--- src/hw/rtl/lvd_pkg.sv ---
// shared types and constants of the light baseline vote detector
// no dependencies; imported by every module of the block
`default_nettype none

package lvd_pkg;

   // fixed lane count and sample width of the stream words
   localparam int CHANNELS      = 4;
   localparam int SAMPLE_BITS   = 12;
   localparam int THRESH_BITS   = 12;
   localparam int ACTIVE_BITS   = 3;
   localparam int VOTE_BITS     = 3;

   // stream word layout
   localparam int REQ_DATA_BITS = ((CHANNELS * SAMPLE_BITS + 7) / 8) * 8;
   localparam int RSP_USED_BITS = CHANNELS * SAMPLE_BITS + CHANNELS + VOTE_BITS + 1;
   localparam int RSP_DATA_BITS = ((RSP_USED_BITS + 7) / 8) * 8;

   // register file port
   localparam int CSR_IDX_BITS  = 2;
   localparam int CSR_DATA_BITS = 12;

   localparam logic [CSR_IDX_BITS-1:0] CSR_ACTIVE_CHANNELS = 2'd0;
   localparam logic [CSR_IDX_BITS-1:0] CSR_THRESHOLD_DELTA = 2'd1;
   localparam logic [CSR_IDX_BITS-1:0] CSR_VOTE_REQUIRED   = 2'd2;

   // window mode codes
   localparam logic OP_DETECT    = 1'b0;
   localparam logic OP_CALIBRATE = 1'b1;

   // control from the top level to every lane
   typedef struct packed {
      logic                   acc;        // word accepted this cycle
      logic                   last;       // it closes the window
      logic                   load_prod;  // window total moves to multiplier stage
      logic                   load_avg;   // product moves to compare stage
      logic                   mode_avg;   // mode of the window in the compare stage
      logic [THRESH_BITS-1:0] threshold;
   } lvd_ctrl_type;

endpackage

`default_nettype wire

--- src/hw/rtl/lvd_lane.sv ---
// one channel lane: window accumulator, reciprocal divide and baseline compare
// depends on lvd_pkg
`default_nettype none

module lvd_lane
   import lvd_pkg::*;
#(
   parameter int AVERAGE_SAMPLES = 8
) (
   input  wire logic                   clock,
   input  wire logic                   reset,
   input  wire lvd_ctrl_type           ctrl,
   input  wire logic                   lane_on,
   input  wire logic [SAMPLE_BITS-1:0] sample,
   output logic      [SAMPLE_BITS-1:0] average,
   output logic                        flag
);

   localparam int LOG_N     = $clog2(AVERAGE_SAMPLES);
   localparam int SUM_BITS  = SAMPLE_BITS + LOG_N;
   localparam int SHIFT     = SUM_BITS + LOG_N;
   localparam int RCP_BITS  = SUM_BITS + 1;
   localparam int PROD_BITS = SUM_BITS + RCP_BITS;
   // ceil(2^SHIFT / N): exact floor quotient for every sum below 2^SUM_BITS
   localparam longint unsigned RCP =
      ((longint'(1) << SHIFT) + longint'(AVERAGE_SAMPLES) - 1) / longint'(AVERAGE_SAMPLES);
   localparam logic [RCP_BITS-1:0] RCP_V = RCP_BITS'(RCP);

   logic [SUM_BITS-1:0]    sum_ff, sum_in, total;
   logic [SUM_BITS-1:0]    tot_ff;
   logic [PROD_BITS-1:0]   prod_ff, prod_in;
   logic [SAMPLE_BITS-1:0] quot, delta;
   logic [SAMPLE_BITS-1:0] base_ff, base_in;
   logic [SAMPLE_BITS-1:0] avg_ff, avg_in;
   logic                   flag_ff, flag_in;

   assign total   = sum_ff + SUM_BITS'(sample);
   assign prod_in = PROD_BITS'(tot_ff) * PROD_BITS'(RCP_V);
   assign quot    = prod_ff[SHIFT +: SAMPLE_BITS];
   assign delta   = (quot >= base_ff) ? (quot - base_ff) : (base_ff - quot);

   always_comb begin
      sum_in = sum_ff;
      if (ctrl.acc) begin
         sum_in = ctrl.last ? '0 : total;
      end
   end

   always_comb begin
      avg_in  = lane_on ? quot : '0;
      flag_in = lane_on && (ctrl.mode_avg == OP_DETECT) && (delta >= ctrl.threshold);
      base_in = base_ff;
      if (lane_on && (ctrl.mode_avg == OP_CALIBRATE)) begin
         base_in = quot;
      end
   end

   always_ff @(posedge clock) begin
      if (reset) begin
         sum_ff  <= '0;
         base_ff <= '0;
      end else begin
         sum_ff <= sum_in;
         if (ctrl.load_avg) begin
            base_ff <= base_in;
         end
      end
   end

   always_ff @(posedge clock) begin
      if (ctrl.acc && ctrl.last) begin
         tot_ff <= total;
      end
      if (ctrl.load_prod) begin
         prod_ff <= prod_in;
      end
      if (ctrl.load_avg) begin
         avg_ff  <= avg_in;
         flag_ff <= flag_in;
      end
   end

   assign average = avg_ff;
   assign flag    = flag_ff;

endmodule

`default_nettype wire

--- src/hw/rtl/lvd_merge.sv ---
// merge stage: counts lane flags, applies the vote and holds the result word
// depends on lvd_pkg
`default_nettype none

module lvd_merge
   import lvd_pkg::*;
(
   input  wire logic                                 clock,
   input  wire logic                                 load,
   input  wire logic                                 mode,
   input  wire logic [VOTE_BITS-1:0]                 vote_required,
   input  wire logic [CHANNELS-1:0][SAMPLE_BITS-1:0] lane_avg,
   input  wire logic [CHANNELS-1:0]                  lane_flag,
   output logic      [RSP_DATA_BITS-1:0]             data,
   output logic                                      kind
);

   logic [VOTE_BITS-1:0]     votes;
   logic                     light;
   logic [RSP_DATA_BITS-1:0] data_ff, data_in;
   logic                     kind_ff;

   always_comb begin
      votes = '0;
      for (int i = 0; i < CHANNELS; i++) begin
         votes = votes + VOTE_BITS'(lane_flag[i]);
      end
   end

   assign light   = (mode == OP_DETECT) && (votes >= vote_required);
   assign data_in = RSP_DATA_BITS'({light, votes, lane_flag, lane_avg});

   always_ff @(posedge clock) begin
      if (load) begin
         data_ff <= data_in;
         kind_ff <= mode;
      end
   end

   assign data = data_ff;
   assign kind = kind_ff;

endmodule

`default_nettype wire

--- src/hw/rtl/light_baseline_vote_detector.sv ---
// top level of the light baseline vote detector: register file, window control,
// lane array and merge stage; depends on lvd_pkg, lvd_lane and lvd_merge
//
// usage
// - req_ words carry one sample per channel (tdata) and the window opcode (tuser);
//   every AVERAGE_SAMPLES accepted words form a window, the opcode of its first
//   word picks detect or calibrate
// - one rsp_ word leaves per window: floor averages, flag mask, vote count and
//   the light decision, with tuser marking a calibration window
// - once the window's last word is accepted, its totals pass through the total,
//   product, compare and merge registers before the result word is offered
// - throughput: one word per cycle; the lane accumulators take a new word every
//   cycle and only the window-closing word waits for room in the result pipeline
// - when the receiver stalls, words that do not close a window are still taken;
//   up to four finished windows sit in the pipeline before req_tready drops
// - reset clears the window count, the sums, the baselines and all valid flags,
//   and loads the register defaults (4 channels, threshold 200, vote 2)
// - registers are written through csr_ with no wait; write them while idle
`default_nettype none

module light_baseline_vote_detector
   import lvd_pkg::*;
#(
   parameter int AVERAGE_SAMPLES = 8
) (
   input  wire logic                     clock,
   input  wire logic                     reset,
   // input stream
   input  wire logic                     req_tvalid,
   output logic                          req_tready,
   input  wire logic [REQ_DATA_BITS-1:0] req_tdata,   // sample_0 .. sample_3, 12 bits each
   input  wire logic                     req_tuser,   // opcode
   // result stream
   output logic                          rsp_tvalid,
   input  wire logic                     rsp_tready,
   output logic      [RSP_DATA_BITS-1:0] rsp_tdata,   // average_0 .. average_3,
                                                      // detected_mask, vote_count,
                                                      // light_detected
   output logic                          rsp_tuser,   // was_calibration
   // register write port
   input  wire logic                     csr_wr_en,
   input  wire logic [CSR_IDX_BITS-1:0]  csr_index,
   input  wire logic [CSR_DATA_BITS-1:0] csr_wdata
);

   localparam int CNT_BITS = (AVERAGE_SAMPLES > 1) ? $clog2(AVERAGE_SAMPLES) : 1;
   localparam logic [CNT_BITS-1:0] CNT_LAST = CNT_BITS'(AVERAGE_SAMPLES - 1);

   // register file
   logic [ACTIVE_BITS-1:0] active_ff;
   logic [THRESH_BITS-1:0] thresh_ff;
   logic [VOTE_BITS-1:0]   vote_ff;

   // window control
   logic [CNT_BITS-1:0]    cnt_ff, cnt_in;
   logic                   mode_ff, mode_in;
   logic                   win_first, win_last, win_mode;
   logic                   acc;

   // result pipeline: total, product, compare, output word
   logic                   v1_ff, v2_ff, v3_ff, out_vld_ff;
   logic                   m1_ff, m2_ff, m3_ff;
   logic                   rdy1, rdy2, rdy3, rdy4;
   logic                   en1, en2, en3, en4;

   lvd_ctrl_type                     ctrl;
   logic [CHANNELS-1:0]              lane_on;
   logic [CHANNELS-1:0][SAMPLE_BITS-1:0] lane_avg;
   logic [CHANNELS-1:0]              lane_flag;

   // register writes, unknown indexes ignored
   always_ff @(posedge clock) begin
      if (reset) begin
         active_ff <= ACTIVE_BITS'(4);
         thresh_ff <= THRESH_BITS'(200);
         vote_ff   <= VOTE_BITS'(2);
      end else if (csr_wr_en) begin
         case (csr_index)
            CSR_ACTIVE_CHANNELS: active_ff <= csr_wdata[ACTIVE_BITS-1:0];
            CSR_THRESHOLD_DELTA: thresh_ff <= csr_wdata[THRESH_BITS-1:0];
            CSR_VOTE_REQUIRED:   vote_ff   <= csr_wdata[VOTE_BITS-1:0];
            default: ;
         endcase
      end
   end

   // back-pressure chain, each stage frees when the next can take its word
   assign rdy4 = !out_vld_ff || rsp_tready;
   assign rdy3 = !v3_ff || rdy4;
   assign rdy2 = !v2_ff || rdy3;
   assign rdy1 = !v1_ff || rdy2;

   assign win_first  = (cnt_ff == '0);
   assign win_last   = (cnt_ff == CNT_LAST);
   // a window-closing word needs room in the total stage
   assign req_tready = !win_last || rdy1;
   assign acc        = req_tvalid && req_tready;
   assign win_mode   = win_first ? req_tuser : mode_ff;

   assign en1 = acc && win_last;
   assign en2 = v1_ff && rdy2;
   assign en3 = v2_ff && rdy3;
   assign en4 = v3_ff && rdy4;

   always_comb begin
      cnt_in  = cnt_ff;
      mode_in = mode_ff;
      if (acc) begin
         cnt_in  = win_last ? '0 : cnt_ff + CNT_BITS'(1);
         mode_in = win_mode;
      end
   end

   always_ff @(posedge clock) begin
      if (reset) begin
         cnt_ff     <= '0;
         mode_ff    <= OP_DETECT;
         v1_ff      <= 1'b0;
         v2_ff      <= 1'b0;
         v3_ff      <= 1'b0;
         out_vld_ff <= 1'b0;
      end else begin
         cnt_ff  <= cnt_in;
         mode_ff <= mode_in;
         if (en1) begin
            v1_ff <= 1'b1;
         end else if (en2) begin
            v1_ff <= 1'b0;
         end
         if (en2) begin
            v2_ff <= 1'b1;
         end else if (en3) begin
            v2_ff <= 1'b0;
         end
         if (en3) begin
            v3_ff <= 1'b1;
         end else if (en4) begin
            v3_ff <= 1'b0;
         end
         if (en4) begin
            out_vld_ff <= 1'b1;
         end else if (rsp_tready) begin
            out_vld_ff <= 1'b0;
         end
      end
   end

   // window mode travels with its token
   always_ff @(posedge clock) begin
      if (en1) begin
         m1_ff <= win_mode;
      end
      if (en2) begin
         m2_ff <= m1_ff;
      end
      if (en3) begin
         m3_ff <= m2_ff;
      end
   end

   assign ctrl.acc       = acc;
   assign ctrl.last      = win_last;
   assign ctrl.load_prod = en2;
   assign ctrl.load_avg  = en3;
   assign ctrl.mode_avg  = m2_ff;
   assign ctrl.threshold = thresh_ff;

   // lanes at or above the active count report zero; counts above the
   // lane number simply switch every lane on
   for (genvar i = 0; i < CHANNELS; i++) begin : g_lane
      assign lane_on[i] = (ACTIVE_BITS'(i) < active_ff);

      lvd_lane #(
         .AVERAGE_SAMPLES (AVERAGE_SAMPLES)
      ) u_lane (
         .clock   (clock),
         .reset   (reset),
         .ctrl    (ctrl),
         .lane_on (lane_on[i]),
         .sample  (req_tdata[i*SAMPLE_BITS +: SAMPLE_BITS]),
         .average (lane_avg[i]),
         .flag    (lane_flag[i])
      );
   end

   lvd_merge u_merge (
      .clock         (clock),
      .load          (en4),
      .mode          (m3_ff),
      .vote_required (vote_ff),
      .lane_avg      (lane_avg),
      .lane_flag     (lane_flag),
      .data          (rsp_tdata),
      .kind          (rsp_tuser)
   );

   assign rsp_tvalid = out_vld_ff;

   // a new result word only comes from a filled compare stage
   a_out_from_stage3: assert property (@(posedge clock) disable iff (reset)
      ($rose(out_vld_ff) |-> $past(v3_ff)))
      else $error("result word without compare stage token");

   // the total stage only fills when a window closes
   a_stage1_fill: assert property (@(posedge clock) disable iff (reset)
      ((v1_ff && !$past(v1_ff)) |-> $past(acc && win_last)))
      else $error("total stage filled outside a window close");

   // input back-pressure only for a closing word with a full total stage
   a_ready_cause: assert property (@(posedge clock) disable iff (reset)
      (!req_tready |-> (win_last && v1_ff && !rdy2)))
      else $error("input stalled without cause");

   // calibration windows report no flags, votes or light
   a_calib_quiet: assert property (@(posedge clock) disable iff (reset)
      ((rsp_tvalid && rsp_tuser) |->
         (rsp_tdata[RSP_USED_BITS-1:CHANNELS*SAMPLE_BITS] == '0)))
      else $error("calibration result carries detection bits");

endmodule

`default_nettype wire
--- config.mk ---
export PLATFORM = sky130hd
export DESIGN_NAME = light_baseline_vote_detector
export DESIGN_NICKNAME = d
export VERILOG_FILES = /design/src/hw/rtl/lvd_pkg.sv /design/src/hw/rtl/lvd_lane.sv /design/src/hw/rtl/lvd_merge.sv /design/src/hw/rtl/light_baseline_vote_detector.sv
export SDC_FILE = /design/constraint.sdc
export NUM_CORES = 1
export LEC_CHECK = 0
export ABC_CLOCK_PERIOD_IN_PS = 4700
export BUFFER_PORTS_ARGS = -buffer_cell sky130_fd_sc_hd__buf_2
export CAP_MARGIN = 20
export CORE_MARGIN = 3
export CORE_UTILIZATION = 42
export CTS_CLUSTER_SIZE = 16
export DETAILED_ROUTE_END_ITERATION = 7
export HOLD_SLACK_MARGIN = 0.03
export PLACE_DENSITY_LB_ADDON = 0.08
export SLEW_MARGIN = 15
export SYNTH_ARGS = -nofsm -noshare
export SYNTH_HDL_FRONTEND = slang
export SYNTH_SLANG_ARGS = --single-unit
--- constraint.sdc ---
create_clock -name clock -period 4.7 [get_ports clock]
set_input_delay 1.175 -clock clock [delete_from_list [all_inputs] [get_ports clock]]
set_output_delay 1.175 -clock clock [all_outputs]
set_load 0.01 [all_outputs]
# Word level (Yosys, flattened, before mapping)
# Index checks and enable logic that the tools add are counted.
[totals] out_inout_bits=59 inputBits=68 register_bits=366 elab_cells=131
[op_classes] magnitude_cmp=13 addsub=16 n_reduce_logical=41 bitwise=2 muxes=18 eq_ne=3
[op_table] cell="greater-or-equal comparator 12 bit" count=8
[op_table] cell="subtractor 12 bit" count=8
[op_table] cell="adder 15 x 12 -> 15 bit" count=4
[op_table] cell="2-to-1 mux 15 bit" count=4
[op_table] cell="2-to-1 mux 12 bit" count=4
[op_table] cell="logical AND 1 bit" count=18
[op_table] cell="AND reduction 2 bit" count=7
[op_table] cell="2-to-1 mux 1 bit" count=9
[op_table] cell="nonzero test 2 bit" count=4
[op_table] cell="adder 3 x 1 -> 3 bit" count=2
[op_table] cell="< comparator 1 x 3 -> 1 bit, first input constant" count=2
[op_table] cell="< comparator 2 x 3 -> 1 bit, first input constant" count=2
[op_table] cell="zero test 1 bit" count=5
[op_table] cell="logical OR 1 bit" count=5
[op_table] cell="adder 3 x 1 -> 3 bit, second input constant" count=1
[op_table] cell="== test 3 bit, second input constant" count=1
[op_table] cell="greater-or-equal comparator 3 bit" count=1
[op_table] cell="zero test 3 bit" count=1
[op_table] cell="2-to-1 mux 3 bit" count=1
[op_table] cell="adder 1 x 1 -> 2 bit" count=1
[op_table] cell="== test 2 x 1 -> 1 bit, second input constant" count=1
[op_table] cell="== test 2 bit, second input constant" count=1
[op_table] cell="zero test 2 bit" count=1
[op_table] cell="inverter 1 bit" count=2

# Longest topological paths before layout
# Gate-level depths: netlist of the first run.
[logic_depth] word_depth=9 mapped_depth=18 ltp_nobuf=17

# Hierarchy
# Synthesis of the first run repeated with hierarchy kept, for this count alone.
[hier_totals] cells_unflattened=1966 hier_area_um2=19889.1
[modules_own_cells] module="lvd_lane (g_lane[1].u_lane ...)" n_inst=2 cells_each=440 area_per_inst_um2=4209.0 seq_area_each_um2=1651.6
[modules_own_cells] module="lvd_lane (g_lane[3].u_lane)" n_inst=1 cells_each=451 area_per_inst_um2=4316.6 seq_area_each_um2=1651.6
[modules_own_cells] module="lvd_lane (g_lane[0].u_lane)" n_inst=1 cells_each=440 area_per_inst_um2=4154.0 seq_area_each_um2=1651.6
[modules_own_cells] module="lvd_merge" n_inst=1 cells_each=70 area_per_inst_um2=1828.0 seq_area_each_um2=1711.6
[modules_own_cells] module="light_baseline_vote_detector" n_inst=1 cells_each=125 area_per_inst_um2=1172.4 seq_area_each_um2=610.6

# Worst setup path before layout of the first run
# Ideal clock, no wire load.
[synth_timing] path_kind="input to register" start="input port rsp_tready" end="register u_merge.data_ff[0], in the netlist u_merge.data[0], enable pin" setup_ns=0.479 path_buffers=0 arrival_ns=3.797 required_time_ns=4.221 slack_ns=0.424 stages=2 cell_sequence="nor2b_1 > nor2b_1"
[synth_via] elab_chain_cells=2
[synth_lines] element="start: declaration" line="light_baseline_vote_detector.sv:35" source="input wire logic rsp_tready,"
[synth_lines] element="logical OR 1 bit" line="light_baseline_vote_detector.sv:88" source="assign rdy4 = !out_vld_ff || rsp_tready;"
[synth_lines] element="logical AND 1 bit" line="light_baseline_vote_detector.sv:103" source="assign en4 = v3_ff && rdy4;"
[synth_lines] element="named net en4" line="light_baseline_vote_detector.sv:64" source="logic en1, en2, en3, en4;"
[synth_lines] element="end signal: assignment" line="lvd_merge.sv:35" source="data_ff <= data_in;"
[synth_lines] element="end: declaration" line="lvd_merge.sv:20" source="logic [RSP_DATA_BITS-1:0] data_ff, data_in;"
# The timed path passes the listed nets, and every way through them passes these cells.
# A chain may end at the register's enable or synchronous reset.

# Worst setup path after layout of the first run
[layout_timing] start="register g_lane[2].u_lane.prod_ff[18]" end="register g_lane[2].u_lane.flag_ff (data pin)"
[layout_via] elab_chain_cells=4 word_cells_on_any_way=6 classes_between="add/sub (2); order compare (2); mux (1); reduce/logical (1)"
[layout_lines] element="start: declaration" line="lvd_lane.sv:31" source="logic [PROD_BITS-1:0] prod_ff, prod_in;"
[layout_lines] element="start signal: assignment" line="lvd_lane.sv:75" source="prod_ff <= prod_in;"
[layout_lines] element="subtractor 12 bit / greater-or-equal comparator 12 bit (equally long branches)" line="lvd_lane.sv:40" source="assign delta = (quot >= base_ff) ? (quot - base_ff) : (base_ff - quot);"
[layout_lines] element="2-to-1 mux 12 bit *" line="lvd_lane.sv:40"
[layout_lines] element="greater-or-equal comparator 12 bit *" line="lvd_lane.sv:51" source="flag_in = lane_on && (ctrl.mode_avg == OP_DETECT) && (delta >= ctrl.threshold);"
[layout_lines] element="logical AND 1 bit *" line="lvd_lane.sv:51"
[layout_lines] element="named net g_lane[2].u_lane.flag_in" line="lvd_lane.sv:35" source="logic flag_ff, flag_in;"
[layout_lines] element="end signal: assignment" line="lvd_lane.sv:79" source="flag_ff <= flag_in;"
[layout_lines] element="end: declaration" line="lvd_lane.sv:35"
# The timed path passes the listed nets; every way through them passes the cells marked *.

==> metrics, run 1 <==
die area 48220 um2; vias per cell 5.257; Total Power 0.007320 W; most frequent cells in the layout edfxtp_1 (208), ha_1 (196), nand2_1 (175); Worst Path Max Fanout 12; CTS tree yes; Synth Warn # 0; Worst Setup EP g_lane[2].u_lane.flag; root buf cell clkbuf_16; largest net degree at the start of global routing 78; Die W 219.6 um; # rows 77; Post-synth EDFFs 208; Critical Path AT 4260 ps; fmax 250.9 MHz; Critical Path Source Type register; relative slew slack 29.33%; # IOs 127; Post-CTS Hold Buffers 0; Hold Path Class reg -> reg; Setup Fix Bufs, Post-CTS 0; final-stage net count 2271; Initial Util 42.96%; commonest non-fill, non-tap cell in the layout edfxtp_1; Clock Sinks 342; overall routed net length 46.42 mm; DRC Markers 0; CP Depth 15; worst setup margin 715.1 ps; final worst-path cycle share 84.79%; Clock Latency Late Sink 550 ps; Crit path required time 4980 ps; Worst setup EP type register; status completed; final setup fails 0; Crit Path Class reg -> reg; Setup Slack @ Placement 753.1 ps; CTS buffer count 39; cell count after synthesis 1894; clk buf depth 3; cell chain of the critical path inv_1 > ha_1 > inv_1 > fa_1 > a31o_2 > o211ai_1 > a221o_1 > buf_4 > o32a_1 > xor2_1 > ha_1 > a21o_1 > a21o_1 > a2111oi_0 > nor3_1; Async SR Flop Fraction 0%; crit path buf inv count 3; grt ovf 0; Worst-path clk slew 60 ps; vias 13750; die height 219.6 um; Pleak 8.787 nW; RSZ-0062 raised after global routing false; number of nets with antenna violations after routing 0; DRT iter0 DRCs 667; Yosys reg bits 342; global-route wire length before repair 72.98 mm; FF-to-FF Start g_lane[2].u_lane.prod_ff[18]; initial antenna violation count 1; placeable core area 44610 um2; Max Cap Viol 0; cell area power density 336.8 nW/um2; internal reg-to-reg setup slack 720 ps; fin. max-slew vios 0; sequential fraction of the synthesis area 46.60%; area delta synth->final 13.44%; vias in the first global route 13290; post-cts resize count 0; Ant. Diodes 0; Final GP Congestion 0.8501; clk_skew 16.29 ps; syn_area_per_cell 10.12 um2; per-cell routed wire length 17.74 um; CP max stage cell a221o_1; Critical Path Source g_lane[2].u_lane.prod_ff[18]; Final Hold Vio Count 0; crit-path max cell delay 460 ps; Tmin final 3985 ps; Port Buffers 126; final setup TNS 0 ps; CP top delay family compound AO/OA/AOI/OAI gates; Syn Nets 2171; R2R Path End g_lane[2].u_lane.flag; GRT Overall Usage 19.24%; worst vdd rail ir drop 278.5 uV; measured slew at the worst slew-check pin 1060 ps; R2R cell count 15; TritonRoute pass-1 iters 5; total number of H-tree levels 2; count of cell types in the netlist 76; Synth Flop Type edfxtp_1; Post-Syn Area 19160 um2; layout cell share with drive strength beyond 1 11.46%; Final HPWL DP 34.02 mm
[cell families after synthesis]
logic type | count (synthesis) | synth area share (%)
simple gates | 507 | 12.20
compound gates | 483 | 16.78
mux | 35 | 1.874
buf+inv | 241 | 4.871
xor+xnor | 77 | 3.520
fa+ha+maj | 209 | 14.16
flops | 342 | 46.60
[report_power, final]
part / leakage [nW] / switching, W / total, W / internal (W)
sequential: 2.95 / 0.0000559 / 0.00332 / 0.00326
combinational: 5.17 / 0.000444 / 0.000750 / 0.000306
clock: 0.672 / 0.00125 / 0.00325 / 0.00201
total: 8.79 / 0.00175 / 0.00732 / 0.00557
[metal layers]
layer	vias up	global-route usage, %	wire [um]
li1	6965	-	-
met1	6485	28.50	23580
met2	251	29.70	19970
met3	49	3.309	2065
met4	2	3.906	787
met5	-	0	13
[sequential cells by signal (all words and copies together) (netlist names), 4 cells and up]
signal and cells:
g_lane.u_lane.flag 4, g_lane.u_lane.prod_ff 48, g_lane.u_lane.tot_ff 48, g_lane.u_lane.base_ff 48, thresh_ff 12, g_lane.u_lane.sum_ff 60
g_lane.u_lane.average 48, u_merge.data 56
[cells in the mapped netlist, types with 9 or more instances]
cell	instances	area, um2
edfxtp_1	208	6246
ha_1	196	2452
nand2_1	175	656.9
a21oi_1	171	855.8
inv_1	157	589.3
nor2_1	141	529.3
dfxtp_1	134	2683
a21o_1	74	555.5
clkbuf_1	68	255.2
xnor2_1	50	437.9
o21ai_0	49	245.2
nor2b_1	35	219.0
nor3_1	30	150.1
mux2i_1	28	280.3
nand3_1	27	135.1
xor2_1	27	236.5
a22o_1	26	227.7
o21a_1	25	187.7
nand2b_1	21	131.4
nand4_1	20	125.1
and2_1	17	106.4
a31oi_1	16	100.1
and3_1	13	81.33
fa_1	13	260.3
o211ai_1	12	90.09
a22oi_1	10	75.07
nor4_1	9	56.30
[through the flow]
step / instance area, um2 / util [%] / hold slack (ps) / cells
6_report: 21740 / 48.73 / 414.3 / 2616
5_1_grt: 21740 / 48.73 / 417.1 / 2616
4_1_cts: 21730 / 48.72 / 418.4 / 2616
3_5_place_dp: 20350 / 45.63 / 404.5 / 2545
3_3_place_gp: 20330 / 45.58 / 402.8 / 2544
2_1_floorplan: 19160 / - / 400.3 / 1894
[worst min path at each step]
| stage | slack, ps | cells past startpoint | endpoint | from |
|---|---|---|---|---|
| 2_1_floorplan | 400 | 0 | g_lane[0].u_lane.prod_ff[18] | g_lane[0].u_lane.tot_ff[3] |
| 3_3_place_gp | 400 | 0 | g_lane[0].u_lane.prod_ff[24] | g_lane[0].u_lane.tot_ff[9] |
| 3_5_place_dp | 400 | 0 | g_lane[0].u_lane.prod_ff[26] | g_lane[0].u_lane.tot_ff[11] |
| 4_1_cts | 420 | 0 | u_merge.data[38] | g_lane[3].u_lane.average[2] |
| 5_1_grt | 420 | 0 | u_merge.data[27] | g_lane[2].u_lane.average[3] |
| 6_report | 410 | 0 | u_merge.data[27] | g_lane[2].u_lane.average[3] |
[final cells by class]
class / instances / area, um2
Clock buffer: 48 / 1062
Clock inverter: 23 / 319.1
Fill cell: 4163 / 22870
Inverter: 158 / 593.1
Multi-Input combinational cell: 1311 / 9326
Sequential cell: 342 / 8929
Tap cell: 592 / 740.7
Timing Repair Buffer: 142 / 765.7
Note: power is estimated with default switching activity, not from simulation.
==> inputs of run 2 (changes only) <==
--- a/config.mk
+++ b/config.mk
@@ -5,7 +5,7 @@
 export SDC_FILE = /design/constraint.sdc
 export NUM_CORES = 1
 export LEC_CHECK = 0
-export ABC_CLOCK_PERIOD_IN_PS = 4700
+export ABC_CLOCK_PERIOD_IN_PS = 3600
 export BUFFER_PORTS_ARGS = -buffer_cell sky130_fd_sc_hd__buf_2
 export CAP_MARGIN = 20
 export CORE_MARGIN = 3
==> constraint.sdc (replaced) <==
create_clock -name clock -period 3.6 [get_ports clock]
set_input_delay 0.9 -clock clock [delete_from_list [all_inputs] [get_ports clock]]
set_output_delay 0.9 -clock clock [all_outputs]
set_load 0.01 [all_outputs]
==> metrics, run 2 (synthesis gave the netlist of run 1 again) <==
Clock Sinks 342; Sw Ratio 24.66%; root buf cell clkbuf_16; TritonRoute pass-1 iters 5; area delta synth->final 18.18%; Crit path required time 3890 ps; final setup fails 2; overall routed net length 47.20 mm; CP top delay family compound AO/OA/AOI/OAI gates; clk_skew 18.44 ps; grt ovf 0; final-stage net count 2374; relative slew slack 43.17%; clk buf depth 3; vias per cell 5.231; fin. max-slew vios 0; Pleak 9.284 nW; Ant. Diodes 0; Final GP Congestion 0.8567; Final Hold Vio Count 0; per-cell routed wire length 17.35 um; final instance area 22640 um2; Hold Path Class reg -> reg; DRC Markers 0; Psw 0.002302 W; largest register by flop count g_lane.u_lane.sum_ff; GRT Overall Usage 19.51%; DRT iter0 DRCs 807; fillers 4085; Crit Path Class reg -> reg; CP max stage cell edfxtp_1; grt met3 use 3.420%; clock share of power 43.0%; failing checks negative setup slack; Tmin final 3754 ps; final worst-path cycle share 104.3%; max FFs per register 60; Util after Layout 50.76%; met2 Track Usage GR 30.86%; met1 Use GR 28.08%; Clock Latency Late Sink 570 ps; # IOs 127; crit-path max cell delay 390 ps; crit path buf inv count 4; largest net degree at the start of global routing 58; cell area power density 412.2 nW/um2; Setup Slack @ Placement -248.0 ps; cell chain of the critical path inv_1 > ha_2 > inv_2 > fa_2 > a21o_1 > a211o_1 > a31oi_1 > o21ai_1 > a21oi_2 > buf_4 > buf_6 > mux2i_1 > xnor2_1 > ha_1 > a21o_1 > a21oi_2 > nor3_1 > nor4_1 > nor3b_1; commonest non-fill, non-tap cell in the layout edfxtp_1; worst setup margin -154.0 ps; vias 14230; measured slew at the worst slew-check pin 849.3 ps; status complete, but fails checks; Reg power frac 46.4%; RSZ-0062 raised after global routing true; die height 219.6 um; fmax 266.4 MHz; Cell Area, Placed 21040 um2; # rows 77; die area 48220 um2; Port Buffers 126; placeable core area 44610 um2; number of nets with antenna violations after routing 0; Critical Path Source Type register; total number of H-tree levels 2; Total Power 0.009333 W; Worst setup EP type register; Initial Util 42.96%; worst vdd rail ir drop 301.1 uV; layout cell share with drive strength beyond 1 17.29%; Worst Path Max Fanout 2; vias in the first global route 13800; Worst-path clk slew 60 ps; Max Cap Viol 0; Critical Path AT 4040 ps; initial antenna violation count 1; most frequent cells in the layout edfxtp_1 (208), ha_1 (189), nand2_1 (175); global-route wire length before repair 74.55 mm; Top Usage Layer GRT met2; CTS tree yes; Gate power share 10.6%; Pint 0.007031 W; CTS buffer count 39; Final HPWL DP 34.57 mm; Die W 219.6 um
## run 2: power by group through the flow
stage / Combinational [W] / Sequential [W] / Clock (W)
global route: 0.00112 / 0.00434 / 0.00429
global placement: 0.000964 / 0.00441 / 0
finish: 0.000987 / 0.00433 / 0.00402
CTS: 0.000987 / 0.00433 / 0.00414
detailed placement: 0.000979 / 0.00441 / 0
floorplan: 0.000739 / 0.00438 / 0
## run 2: final cells by class
type | instances | area [um2] | area share, %
inverters | 158 | 593.1 | 2.619
clock buffers | 53 | 1090 | 4.813
clock inverters | 19 | 211.5 | 0.9338
well taps | 592 | 740.7 | 3.271
repair buffers | 245 | 1572 | 6.940
flip-flops and latches | 342 | 8929 | 39.43
multi-input cells | 1311 | 9509 | 41.99
## run 2: final timing paths
kind                            cells past startpoint  slack [ps]                         start                     to
worst min-delay path                                0         410   g_lane[2].u_lane.average[5]       u_merge.data[29]
worst max register to register                     19        -150  g_lane[3].u_lane.prod_ff[18]  g_lane[3].u_lane.flag
worst max-delay path                               19        -150  g_lane[3].u_lane.prod_ff[18]  g_lane[3].u_lane.flag
worst min register to register                      0         410   g_lane[2].u_lane.average[5]       u_merge.data[29]
## run 2: stage by stage
step           std cells  setup TNS, ps  hold WS, ps
2_1_floorplan       1894         -39.59        400.3
3_3_place_gp        2635         -231.5        401.8
3_5_place_dp        2635         -534.2        404.5
4_1_cts             2712         -231.7        418.1
5_1_grt             2720          -1009        421.6
6_report            2720         -187.5        412.0
## run 2: worst reg2reg max path, delay by kind of cell (launching register included)
family,cells,cell delay [ps]
flip-flops,1,390
adder cells (fa/ha/maj),3,760
multiplexers,1,200
AO/OA/AOI/OAI,7,1190
AND/OR/NAND/NOR,3,450
XOR/XNOR,1,150
buffers and inverters,4,350
## run 2: timing repair
| action | CTS | global route |
|---|---|---|
| pin swaps | 19 | 32 |
| hold buffers | 0 | 0 |
| endpoints found under the setup margin | 3 | 4 |
| gates cloned | 0 | 0 |
| resized for setup | 15 | 28 |
| setup buffers | 5 | 8 |
## run 2: layer usage
metal,routed length [um],part of all wire [%],up-vias
li1,-,-,7168
met1,23480,50,6735
met2,20810,44,270
met3,2063,4.4,52
met4,831,1.8,2
met5,13,0.028,-
==> inputs of run 3 (changes only) <==
--- a/config.mk
+++ b/config.mk
@@ -14,6 +14,7 @@
 export DETAILED_ROUTE_END_ITERATION = 7
 export HOLD_SLACK_MARGIN = 0.03
 export PLACE_DENSITY_LB_ADDON = 0.08
+export RECOVER_POWER = 25
 export SLEW_MARGIN = 15
 export SYNTH_ARGS = -nofsm -noshare
 export SYNTH_HDL_FRONTEND = slang
==> metrics, run 3 (synthesis gave the netlist of run 1 again) <==
Worst Min Path Start g_lane[2].u_lane.average[5]; largest net degree at the start of global routing 58; die area 48220 um2; failing checks negative setup slack; worst setup margin -156.2 ps; final setup fails 2; Crit path required time 3890 ps; final-stage net count 2374; Total Power 0.009329 W; relative slew slack 24.79%; Hold Path Class reg -> reg; Hold Slack 413.7 ps; Tmin final 3756 ps; largest register by flop count g_lane.u_lane.sum_ff; FF-to-FF Start g_lane[3].u_lane.prod_ff[18]; R2R cell count 19; # rows 77; cell chain of the critical path inv_1 > ha_2 > inv_2 > fa_2 > a21o_1 > a211o_1 > a31oi_1 > o21ai_1 > a21oi_2 > buf_4 > buf_6 > mux2i_1 > xnor2_1 > ha_1 > a21o_1 > a21oi_2 > nor3_1 > nor4_1 > nor3b_1; max FFs per register 60; Hold Path Cell Cnt 0; TritonRoute pass-1 iters 8; Critical Path AT 4040 ps; total number of H-tree levels 2; measured slew at the worst slew-check pin 1128 ps; placed cells 2635; CTS tree yes; non-filler cells, final 2720; Setup Slack @ Placement -248.0 ps; Clock Sinks 342; Clock Latency Late Sink 560 ps; vias 14250; crit-path max cell delay 390 ps; Critical Path Source g_lane[3].u_lane.prod_ff[18]; vias per cell 5.240; Final HPWL DP 34.57 mm; Worst-path clk slew 60 ps; Crit Path Class reg -> reg; most frequent cells in the layout edfxtp_1 (208), ha_1 (189), nand2_1 (175); DRT iter0 DRCs 820; placeable core area 44610 um2; Worst setup EP type register; Post-CTS Hold Buffers 0; overall routed net length 47.19 mm; area delta synth->final 18.09%; Initial Util 42.96%; hold endpoint u_merge.data[29]; status complete, but fails checks; Ant. Diodes 0; fmax 266.2 MHz; per-cell routed wire length 17.35 um; CP max stage cell edfxtp_1; Final Hold Vio Count 0; DRC Markers 0; final worst-path cycle share 104.3%; vias in the first global route 13800; Worst Path Max Fanout 2; CTS buffer count 39; Max Cap Viol 0; worst vdd rail ir drop 301.4 uV; Die W 219.6 um; initial antenna violation count 1; RSZ-0062 raised after global routing true; fin. max-slew vios 0; Pleak 9.261 nW; root buf cell clkbuf_16; Port Buffers 126; Critical Path Source Type register; number of nets with antenna violations after routing 0; cell area power density 412.3 nW/um2; GRT Overall Usage 19.51%; commonest non-fill, non-tap cell in the layout edfxtp_1; Final GP Congestion 0.8567; grt ovf 0; die height 219.6 um; final instance area 22630 um2; R2R Path End g_lane[3].u_lane.flag; clk buf depth 3; layout cell share with drive strength beyond 1 17.06%; Cell Area, Placed 21040 um2; # IOs 127; clk_skew 16.50 ps; global-route wire length before repair 74.55 mm; internal reg-to-reg setup slack -160 ps
## run 3: cell types whose count changed in the layout (fill, tap and decap cells not counted), sizes merged
cell	before	now
buf	245	240
clkbuf	53	58
## run 3: worst max path at each step
stage / endpoint / slack [ps]
2_1_floorplan: g_lane[3].u_lane.flag / -40
3_3_place_gp: g_lane[3].u_lane.flag / -130
3_5_place_dp: g_lane[3].u_lane.flag / -250
4_1_cts: g_lane[3].u_lane.flag / -230
5_1_grt: g_lane[3].u_lane.flag / -400
6_report: g_lane[3].u_lane.flag / -160
## run 3: per-stage QoR
step,utilization [%],TNS (ps)
floorplan,-,-39.59
global placement,47.17,-231.5
detailed placement,47.17,-534.2
CTS,50.30,-231.7
global route,50.73,-1050
finish,50.73,-202.0
## run 3: routing by layer
metal | GRT usage [%] | share of wire [%]
met1 | 28.08 | 50
met4 | 4.293 | 1.7
met2 | 30.86 | 44
met3 | 3.420 | 4.6
met5 | 0 | 0.028
## run 3: cell type report
type                            instances  area (um2)
Clock buffer                           53        1090
Clock inverter                         19       211.5
Fill cell                            4088       21980
Inverter                              158       593.1
Multi-Input combinational cell       1311        9509
Sequential cell                       342        8929
Tap cell                              592       740.7
Timing Repair Buffer                  245        1555
## run 3: timing repair
action                     in CTS  in global routing
pin swaps                      19                 32
resized for setup              15                 28
setup buffers                   5                  8
setup endpoints to repair       3                  4
## run 3: where the power goes
part | internal, W | switching (W)
Clock | 0.00237 | 0.00165
Combinational | 0.000407 | 0.000578
Sequential | 0.00426 | 0.0000741
Total | 0.00703 | 0.00230
## run 3: worst max-delay path: cells and delay by family, from the launching register on
| family | cells | cell delay (ps) |
|---|---|---|
| multiplexers | 1 | 200 |
| AND/OR/NAND/NOR | 3 | 440 |
| XOR/XNOR | 1 | 150 |
| AO/OA/AOI/OAI | 7 | 1200 |
| flip-flops | 1 | 390 |
| buffers and inverters | 4 | 350 |
| adder cells (fa/ha/maj) | 3 | 760 |
